### config.mk
export PLATFORM = sky130hd
export DESIGN_NAME = i2c_master_bit_engine_unit
export DESIGN_NICKNAME = d
export VERILOG_FILES = /design/src/hw/rtl/i2cmbe_pkg.sv /design/src/hw/rtl/i2c_master_bit_engine_unit.sv
export SDC_FILE = /design/constraint.sdc
export NUM_CORES = 1
export LEC_CHECK = 0
export BUFFER_PORTS_ARGS = -buffer_cell sky130_fd_sc_hd__buf_2
export CORE_MARGIN = 3
export CORE_UTILIZATION = 40
export CTS_CLUSTER_SIZE = 12
export DETAILED_ROUTE_END_ITERATION = 12
export PLACE_DENSITY_LB_ADDON = 0.05
export REMOVE_ABC_BUFFERS = 1
export SLEW_MARGIN = 25
export SYNTH_ARGS = -nofsm -noshare
export SYNTH_HDL_FRONTEND = slang
export SYNTH_SLANG_ARGS = --single-unit
### constraint.sdc
create_clock -name clock -period 8.94 [get_ports clock]
set_input_delay 0.447 -clock clock [delete_from_list [all_inputs] [get_ports clock]]
set_output_delay 0.447 -clock clock [all_outputs]
set_load 0.005 [all_outputs]
### src/hw/rtl/i2cmbe_pkg.sv
`default_nettype none

package i2cmbe_pkg;

   localparam int unsigned DelayWidth = 16;
   localparam int unsigned BitsPerByte = 8;
   localparam logic [DelayWidth-1:0] DelayReset = 16'd250;

   typedef enum logic [2:0] {
      OP_START = 3'd0,
      OP_STOP  = 3'd1,
      OP_SEND  = 3'd2,
      OP_RECV  = 3'd3,
      OP_ACK   = 3'd4,
      OP_NACK  = 3'd5,
      OP_RACK  = 3'd6
   } op_type;

   typedef enum logic [3:0] {
      PH_IDLE = 4'b0001,
      PH_ONE  = 4'b0010,
      PH_TWO  = 4'b0100,
      PH_THREE = 4'b1000
   } phase_type;

   typedef struct packed {
      logic       scl_level;
      logic       sda_level;
      logic       busy_res;
      logic       done_res;
      logic [7:0] rx_byte;
      logic       no_ack;
   } res_type;

endpackage

`default_nettype wire

### src/hw/rtl/i2c_master_bit_engine_unit.sv
// I2C master bit engine. Each beat on the req_ channel is one timebase tick
// carrying an optional command (req_cmd_valid, req_opcode), a transmit byte
// and the sampled SDA level. Every accepted tick yields exactly one rsp_ beat
// with the SCL/SDA drive levels (1 = released), busy, a one-tick done pulse,
// the shift register contents and the last acknowledge sample.
// The sequencer state updates in the cycle a tick is accepted and the result
// is registered into the result register, or into the skid register while
// the receiver stalls; a tick can be accepted every cycle while req_stall is
// low. A result register plus one skid register sit on the output; req_stall
// rises only once both hold results and falls once the receiver takes one.
// csr_wr_en/csr_wr_data set the ticks per bus phase (0 acts as 1); write it
// only while the engine is idle.
// Synchronous reset returns the engine to idle with both lines released,
// the phase length to 250 ticks and empties the output stages.
`default_nettype none

module i2c_master_bit_engine_unit (
   input  wire logic        clock,
   input  wire logic        reset,
   input  wire logic        req_valid,
   output logic             req_stall,
   input  wire logic        req_cmd_valid,
   input  wire logic [2:0]  req_opcode,
   input  wire logic [7:0]  req_tx_byte,
   input  wire logic        req_sda_sample,
   output logic             rsp_valid,
   input  wire logic        rsp_stall,
   output logic             rsp_scl_level,
   output logic             rsp_sda_level,
   output logic             rsp_busy_res,
   output logic             rsp_done_res,
   output logic [7:0]       rsp_rx_byte,
   output logic             rsp_no_ack,
   input  wire logic        csr_wr_en,
   input  wire logic [15:0] csr_wr_data
);

   logic [i2cmbe_pkg::DelayWidth-1:0] delay_ff;

   i2cmbe_pkg::phase_type phase_ff, phase_in;
   i2cmbe_pkg::op_type    cmd_ff, cmd_in;
   logic [i2cmbe_pkg::DelayWidth-1:0] cnt_ff, cnt_in;
   logic [3:0] bit_ff, bit_in;
   logic [7:0] shift_ff, shift_in;
   logic       scl_ff, scl_in;
   logic       sda_ff, sda_in;
   logic       ack_ff, ack_in;

   logic       accept;
   logic       enter;
   i2cmbe_pkg::phase_type enter_ph;
   logic       done;
   logic [i2cmbe_pkg::DelayWidth-1:0] cnt_dec;
   logic [i2cmbe_pkg::DelayWidth-1:0] delay_eff;
   i2cmbe_pkg::res_type res;

   i2cmbe_pkg::res_type out_ff, out_in, skid_ff, skid_in;
   logic out_valid_ff, out_valid_in, skid_valid_ff, skid_valid_in;
   logic take;

   assign req_stall = skid_valid_ff;
   assign accept    = req_valid && !req_stall;
   assign take      = out_valid_ff && !rsp_stall;
   assign cnt_dec   = cnt_ff - {{(i2cmbe_pkg::DelayWidth-1){1'b0}}, 1'b1};
   assign delay_eff = (delay_ff == '0) ? {{(i2cmbe_pkg::DelayWidth-1){1'b0}}, 1'b1}
                                       : delay_ff;

   always_ff @(posedge clock) begin
      if (reset) begin
         delay_ff <= i2cmbe_pkg::DelayReset;
      end else if (csr_wr_en) begin
         delay_ff <= csr_wr_data;
      end
   end

   // sequencer next state for one tick
   always_comb begin
      phase_in = phase_ff;
      cmd_in   = cmd_ff;
      cnt_in   = cnt_ff;
      bit_in   = bit_ff;
      shift_in = shift_ff;
      scl_in   = scl_ff;
      sda_in   = sda_ff;
      ack_in   = ack_ff;
      enter    = 1'b0;
      enter_ph = i2cmbe_pkg::PH_ONE;
      done     = 1'b0;

      if (phase_ff != i2cmbe_pkg::PH_IDLE) begin
         cnt_in = cnt_dec;
         if (cnt_dec == '0) begin
            unique case (cmd_ff)
               i2cmbe_pkg::OP_SEND: begin
                  if (phase_ff == i2cmbe_pkg::PH_THREE) begin
                     shift_in = {shift_ff[6:0], 1'b0};
                     bit_in   = bit_ff + 4'd1;
                     if (bit_in[3]) begin
                        done = 1'b1;
                     end else begin
                        enter = 1'b1;
                     end
                  end else begin
                     enter    = 1'b1;
                     enter_ph = (phase_ff == i2cmbe_pkg::PH_ONE) ? i2cmbe_pkg::PH_TWO
                                                                  : i2cmbe_pkg::PH_THREE;
                  end
               end
               i2cmbe_pkg::OP_RECV: begin
                  if (phase_ff == i2cmbe_pkg::PH_ONE) begin
                     shift_in = {shift_ff[6:0], req_sda_sample};
                     enter    = 1'b1;
                     enter_ph = i2cmbe_pkg::PH_TWO;
                  end else begin
                     bit_in = bit_ff + 4'd1;
                     if (bit_in[3]) begin
                        done = 1'b1;
                     end else begin
                        enter = 1'b1;
                     end
                  end
               end
               default: begin
                  if (phase_ff == i2cmbe_pkg::PH_TWO && cmd_ff == i2cmbe_pkg::OP_RACK) begin
                     ack_in = req_sda_sample;
                  end
                  if (phase_ff == i2cmbe_pkg::PH_THREE) begin
                     if (cmd_ff == i2cmbe_pkg::OP_ACK) begin
                        sda_in = 1'b1;
                     end
                     done = 1'b1;
                  end else begin
                     enter    = 1'b1;
                     enter_ph = (phase_ff == i2cmbe_pkg::PH_ONE) ? i2cmbe_pkg::PH_TWO
                                                                  : i2cmbe_pkg::PH_THREE;
                  end
               end
            endcase
            if (done) begin
               phase_in = i2cmbe_pkg::PH_IDLE;
            end
         end
      end else if (req_cmd_valid && req_opcode <= i2cmbe_pkg::OP_RACK) begin
         cmd_in = i2cmbe_pkg::op_type'(req_opcode);
         bit_in = '0;
         if (cmd_in == i2cmbe_pkg::OP_SEND) begin
            shift_in = req_tx_byte;
         end else if (cmd_in == i2cmbe_pkg::OP_RECV) begin
            shift_in = '0;
         end
         enter = 1'b1;
      end

      // phase entry: load the delay and drive the lines
      if (enter) begin
         phase_in = enter_ph;
         cnt_in   = delay_eff;
         unique case (cmd_in)
            i2cmbe_pkg::OP_START: begin
               if (enter_ph == i2cmbe_pkg::PH_ONE) begin
                  sda_in = 1'b1;
                  scl_in = 1'b1;
               end else if (enter_ph == i2cmbe_pkg::PH_TWO) begin
                  sda_in = 1'b0;
               end else begin
                  scl_in = 1'b0;
               end
            end
            i2cmbe_pkg::OP_STOP: begin
               if (enter_ph == i2cmbe_pkg::PH_ONE) begin
                  scl_in = 1'b0;
                  sda_in = 1'b0;
               end else if (enter_ph == i2cmbe_pkg::PH_TWO) begin
                  scl_in = 1'b1;
               end else begin
                  sda_in = 1'b1;
               end
            end
            i2cmbe_pkg::OP_SEND: begin
               if (enter_ph == i2cmbe_pkg::PH_ONE) begin
                  sda_in = shift_in[7];
               end else if (enter_ph == i2cmbe_pkg::PH_TWO) begin
                  scl_in = 1'b1;
               end else begin
                  scl_in = 1'b0;
                  if (bit_in == 4'd7) begin
                     sda_in = 1'b1;
                  end
               end
            end
            i2cmbe_pkg::OP_RECV: begin
               if (enter_ph == i2cmbe_pkg::PH_ONE) begin
                  sda_in = 1'b1;
                  scl_in = 1'b1;
               end else begin
                  scl_in = 1'b0;
               end
            end
            i2cmbe_pkg::OP_ACK: begin
               if (enter_ph == i2cmbe_pkg::PH_ONE) begin
                  sda_in = 1'b0;
               end else if (enter_ph == i2cmbe_pkg::PH_TWO) begin
                  scl_in = 1'b1;
               end else begin
                  scl_in = 1'b0;
               end
            end
            default: begin
               // nack and receive ack: SDA released for the clock pulse
               if (enter_ph == i2cmbe_pkg::PH_ONE) begin
                  sda_in = 1'b1;
               end else if (enter_ph == i2cmbe_pkg::PH_TWO) begin
                  scl_in = 1'b1;
               end else begin
                  scl_in = 1'b0;
               end
            end
         endcase
      end

      res.scl_level = scl_in;
      res.sda_level = sda_in;
      res.busy_res  = (phase_in != i2cmbe_pkg::PH_IDLE);
      res.done_res  = done;
      res.rx_byte   = shift_in;
      res.no_ack    = ack_in;
   end

   always_ff @(posedge clock) begin
      if (reset) begin
         phase_ff <= i2cmbe_pkg::PH_IDLE;
         cmd_ff   <= i2cmbe_pkg::OP_START;
         cnt_ff   <= '0;
         bit_ff   <= '0;
         shift_ff <= '0;
         scl_ff   <= 1'b1;
         sda_ff   <= 1'b1;
         ack_ff   <= 1'b0;
      end else if (accept) begin
         phase_ff <= phase_in;
         cmd_ff   <= cmd_in;
         cnt_ff   <= cnt_in;
         bit_ff   <= bit_in;
         shift_ff <= shift_in;
         scl_ff   <= scl_in;
         sda_ff   <= sda_in;
         ack_ff   <= ack_in;
      end
   end

   // result register with one skid beat behind it
   always_comb begin
      out_in        = out_ff;
      skid_in       = skid_ff;
      out_valid_in  = out_valid_ff;
      skid_valid_in = skid_valid_ff;
      if (take || !out_valid_ff) begin
         out_valid_in  = skid_valid_ff || accept;
         out_in        = skid_valid_ff ? skid_ff : res;
         skid_valid_in = 1'b0;
      end else if (accept) begin
         skid_in       = res;
         skid_valid_in = 1'b1;
      end
   end

   always_ff @(posedge clock) begin
      if (reset) begin
         out_valid_ff  <= 1'b0;
         skid_valid_ff <= 1'b0;
      end else begin
         out_valid_ff  <= out_valid_in;
         skid_valid_ff <= skid_valid_in;
      end
   end

   always_ff @(posedge clock) begin
      out_ff  <= out_in;
      skid_ff <= skid_in;
   end

   assign rsp_valid     = out_valid_ff;
   assign rsp_scl_level = out_ff.scl_level;
   assign rsp_sda_level = out_ff.sda_level;
   assign rsp_busy_res  = out_ff.busy_res;
   assign rsp_done_res  = out_ff.done_res;
   assign rsp_rx_byte   = out_ff.rx_byte;
   assign rsp_no_ack    = out_ff.no_ack;

endmodule

`default_nettype wire
## Word-level counts from Yosys, hierarchy flattened

Cells that the tools add are included.

| cells by class | value |
|---|---|
| order comparisons | 1 |
| shift-type cells | 0 |
| equal/unequal tests | 18 |
| reductions and logical operators | 17 |
| multipliers | 0 |
| mux-type cells | 76 |
| add/sub/neg operators | 2 |
| bitwise operators | 1 |
| div/mod/pow operators | 0 |

Operators with widths:

| cell | number |
|---|---|
| 4-bit 2-to-1 mux | 14 |
| 8-bit 2-to-1 mux | 7 |
| 16-bit 2-to-1 mux | 3 |
| 1-bit 2-to-1 mux | 42 |
| 16-bit zero test | 2 |
| 3-bit by 2-bit == test with 1-bit output (second input constant) | 6 |
| 8-bit case mux with 2 select lines | 1 |
| 16-bit by 1-bit subtractor with 16-bit output (second input constant) | 1 |
| 13-bit 2-to-1 mux | 1 |
| 4-bit by 3-bit == test with 1-bit output (second input constant) | 3 |
| 3-bit == test (second input constant) | 3 |
| 3-bit 2-to-1 mux | 3 |
| 4-bit by 2-bit == test with 1-bit output (second input constant) | 2 |
| 4-bit by 1-bit inequality test with 1-bit output (second input constant) | 2 |
| 4-bit case mux with 2 select lines | 1 |
| 4-bit by 1-bit adder with 4-bit output (second input constant) | 1 |
| 4-bit == test (second input constant) | 1 |
| 1-bit logical AND | 4 |
| 1-bit case mux with 2 select lines | 2 |
| 1-bit case mux with 4 select lines | 1 |
| 2-bit AND reduction | 2 |
| 2-bit OR reduction | 2 |
| 3-bit by 1-bit == test with 1-bit output (second input constant) | 1 |
| 3-bit less-or-equal comparator (second input constant) | 1 |
| other kinds (6) | 9 |

| storage, ports and cells | value |
|---|---|
| bits of input ports | 34 |
| memories kept | 0 |
| output and inout port bits | 15 |
| bits in read-only memories | 0 |
| logic and storage cells | 138 |
| register bits after elaboration | 82 |
| memory bits (writable) | 0 |
| bits in latches | 0 |

## Longest topological paths before layout

| depth | value |
|---|---|
| depth in word-level cells | 12 |
| mapped depth | 13 |
| gate-level depth less buffers | 11 |

## Worst setup path after synthesis

No wires, ideal clock.

| timing | value |
|---|---|
| path type | reg2reg |
| from | register cnt_ff[4] (netlist name) |
| to | register out_ff (netlist bit rsp_sda_level), data pin |
| path buffers | 1 |
| clock period less this slack | 3.130 ns |
| setup slack | 5.810 ns |
| setup time | 0.269 ns |
| data required time | 8.671 ns |
| cell stages (with the launch flop) | 11 |
| arrival time | 2.861 ns |
| path through | dfxtp_1 > buf_2 > or4_4 > or3_4 > a211o_4 > nor4_4 > mux2i_1 > a21o_1 > o211ai_2 > a22oi_2 > o31ai_1 |

| on the way | value |
|---|---|
| word-level cells in the longest chain between the ends | 11 |
| elaborated cells on any way between the ends | 27 |
| those cells by class | 1 x add/sub; 3 x eq/ne; 22 x mux; 1 x reduce/logical |

Ends and longest elaborated chain:

| item | RTL line | RTL |
|---|---|---|
| start: declaration | i2c_master_bit_engine_unit.sv:42 | `logic [i2cmbe_pkg::DelayWidth-1:0] cnt_ff, cnt_in;` |
| start signal: assignment | i2c_master_bit_engine_unit.sv:242 | `cnt_ff <= cnt_in;` |
| 16-bit by 1-bit subtractor with 16-bit output * | i2c_master_bit_engine_unit.sv:64 | `assign cnt_dec = cnt_ff - {{(i2cmbe_pkg::DelayWidth-1){1'b0}}, 1'b1};` |
| 16-bit zero test * | i2c_master_bit_engine_unit.sv:92 | `if (cnt_dec == '0) begin` |
| 4-bit 2-to-1 mux | i2c_master_bit_engine_unit.sv:92 |  |
| 4-bit 2-to-1 mux | i2c_master_bit_engine_unit.sv:90 | `if (phase_ff != i2cmbe_pkg::PH_IDLE) begin` |
| 4-bit by 3-bit == test with 1-bit output | i2c_master_bit_engine_unit.sv:186 | `if (bit_in == 4'd7) begin` |
| 1-bit 2-to-1 mux | i2c_master_bit_engine_unit.sv:186 |  |
| 1-bit 2-to-1 mux | i2c_master_bit_engine_unit.sv:182 | `end else if (enter_ph == i2cmbe_pkg::PH_TWO) begin` |
| 1-bit 2-to-1 mux | i2c_master_bit_engine_unit.sv:180 | `if (enter_ph == i2cmbe_pkg::PH_ONE) begin` |
| 1-bit case mux with 4 select lines | i2c_master_bit_engine_unit.sv:158 | `unique case (cmd_in)` |
| 1-bit 2-to-1 mux * | i2c_master_bit_engine_unit.sv:155 | `if (enter) begin` |
| 13-bit 2-to-1 mux * | i2c_master_bit_engine_unit.sv:259 | `out_in = skid_valid_ff ? skid_ff : res;` |
| end signal: assignment | i2c_master_bit_engine_unit.sv:278 | `out_ff <= out_in;` |
| end: declaration | i2c_master_bit_engine_unit.sv:57 | `i2cmbe_pkg::res_type out_ff, out_in, skid_ff, skid_in;` |

Every way passes the cells marked *; elsewhere a longest branch is shown, timed or not.
A chain may end at the register's enable or synchronous reset.

## Worst setup path in the final report

| timing | value |
|---|---|
| from | register cnt_ff[0] (netlist name) |
| to | register out_ff (netlist bit rsp_sda_level), data pin |

The elaborated chain is that of the path after synthesis.

==> results.json <==
{
  "status": "finished clean",
  "viasPerCell": 5.86,
  "final_common_cell": "nor2_1",
  "cts.sinks": 82,
  "ys.warnings.count": 0,
  "syn_area_per_cell_um2": 8.61,
  "synth_enable_flop_cells": 26,
  "instances_no_fill": 713,
  "drc": 0,
  "powerDensity_mw_per_mm2": 194,
  "netlist_area_mm2": 0.00461,
  "wl_um": 12500,
  "max_freq_mhz": 273,
  "h-tree-depth": 3,
  "min_period_over_period_pct": 41.0,
  "hpwl_um": 8710,
  "antenna_cells": 0,
  "critPathMaxFanout": 11,
  "die_x_um": 113,
  "crit_arrival_ns": 3.74,
  "grt_pass1_vias": 4073,
  "maxCapViolCount": 0,
  "rsz0062_at_grt": "no",
  "placedCellCount": 697,
  "ir_drop_v": 0.000136,
  "path_class": "reg -> reg",
  "cts_hold_buf": 0,
  "drt_iter0_drc": 242,
  "path_clk_slew_ns": 0.06,
  "vias": 4176,
  "min_path_type": "in -> reg",
  "tns_ns": 0,
  "post_cts_buffers": 0,
  "yosysSeqAreaShare_pct": 41.3,
  "cts_tree": "done",
  "min_period_ns": 3.67,
  "synthArstFlopShare_pct": 0,
  "leakagePower_nw": 2.04,
  "yosysTopAreaCell": "dfxtp_1",
  "cts_buffers": 9,
  "gr-usage-all-layers_pct": 20.4,
  "synthDistinctLibCells": 65,
  "place.gp.congestion": 0.919,
  "cts_buffer_depth": 2,
  "port_buffers": 48,
  "ys_seq_elements": 82,
  "required_ns": 9.01,
  "clock_skew_ns": 0.00447,
  "cts_resized": 0,
  "core_mm2": 0.0110,
  "final-setup-viol-count": 0,
  "critPathCaptureType": "register",
  "row_count": 38,
  "design.portCount": 49,
  "grt_pass1_wl_um": 20900,
  "die_h_um": 113,
  "die-area_mm2": 0.0128,
  "critPathLaunchType": "register",
  "layout_common_cells": "77 x nor2_1, 56 x dfxtp_1, 52 x nand2_1",
  "wl_per_cell_um": 17.6,
  "p_total_mw": 1.02,
  "netlist.area_leader.share_pct": 24.3,
  "synth_area_leaders": "dfxtp_1 24%, edfxtp_1 17%, nor2_1 6.3%",
  "finalHoldViolations": 0,
  "grt-ovfl-total": 0,
  "worst_skew_pair.late_latency_ns": 0.35,
  "dr.pass1.iters": 4,
  "tightest_slew_ns": 1.03,
  "drive_gt1_share_pct": 17.6,
  "root_buffer": "clkbuf_16",
  "maxSlewViolCount": 0,
  "grt_start_max_net_pins": 50,
  "antenna_found_initial": 0,
  "syn2layout_area_growth_pct": 13.8,
  "relSlewSlack_pct": 30.2,
  "synthCells": 535,
  "drtAntennaViolNets": 0,
  "finalNetCount": 605,
  "synth_ff_type": "dfxtp_1",
  "start_util_pct": 41.8
}
registers in the layout, summed over array words and instances (netlist names), 3 cells and up:
signal / count
cmd_ff: 3
phase_ff: 4
rsp_rx_byte: 8
bit_ff: 4
shift_ff: 8
delay_ff: 16
cnt_ff: 16
skid_ff: 13
cells in the mapped netlist, drive strengths merged (3+ instances only):
cell	n
a211oi	3
a21o	8
a21oi	38
a22o	4
a22oi	19
a31oi	9
a32oi	3
a41oi	3
and3	4
buf	9
clkbuf	25
dfxtp	56
edfxtp	26
ha	3
inv	12
mux2	11
mux2i	21
nand2	52
nand2b	7
nand3	8
nand4	7
nor2	77
nor3	15
nor4	16
nor4b	5
o211ai	4
o21ai	31
o21bai	3
o22ai	11
o31ai	6
or2	4
or3	4
xnor2	3
report_power, final:
part	internal (mW)	switching [mW]	leakage (nW)
clock	0.216	0.151	0.135
sequential	0.409	0.0254	0.722
combinational	0.0829	0.136	1.18
routing by layer:
metal / up-vias / global-route usage, % / part of all wire [%]
li1: 2056 / - / -
met1: 2011 / 25.4 / 44
met2: 89 / 34.6 / 50
met3: 20 / 5.19 / 4.4
met4: 0 / 6.57 / 1.9
met5: - / 0 / 0
worst paths after layout:
path / from / to / slack, ns / depth (start not counted)
worst max register to register: cnt_ff[0] / rsp_sda_level / 5.27 / 11
worst min-delay path: csr_wr_data[1] / delay_ff[1] / 0.31 / 3
worst min register to register: shift_ff[5] / shift_ff[5] / 0.47 / 2
worst max-delay path: cnt_ff[0] / rsp_sda_level / 5.27 / 11
per-stage QoR:
stage,instance area (um2),utilization [%],hold slack [ns],setup WS (ns)
4_1_cts,5250,47.6,0.301,5.26
2_1_floorplan,4480,-,0.439,5.50
6_report,5250,47.6,0.310,5.27
3_3_place_gp,4950,44.9,0.458,5.14
5_1_grt,5250,47.6,0.304,4.91
3_5_place_dp,4960,45.0,0.461,5.29
worst max-delay path: stages (launching register included):
cell and delay (ns):
dfxtp_1 0.44, inv_1 0.10, ha_1 0.33, o21bai_1 0.22
a211oi_1 0.32, o311ai_1 0.34, nor4_4 0.67, mux2i_1 0.25
a21o_1 0.25, o211ai_2 0.13, a22oi_2 0.25, o31ai_1 0.09
logic make-up after synthesis:
kind of cell               share of synthesized area, %
xor gates and xnor gates                          0.570
buffers and inverters                              3.86
muxes                                              7.25
AOI/OAI and AO/OA                                  22.1
and+or+nand+nor                                    24.1
adders and majority gates                         0.815
DFF                                                41.3
final cells by class:
cell class,instances,area (um2)
Fill cell,1091,5780
Multi-Input combinational cell,407,2540
Sequential cell,82,1900
Timing Repair Buffer,56,300
Clock buffer,11,233
Tap cell,140,175
Clock inverter,5,53.8
Inverter,12,45.0
(Power assumes the default switching activity.)
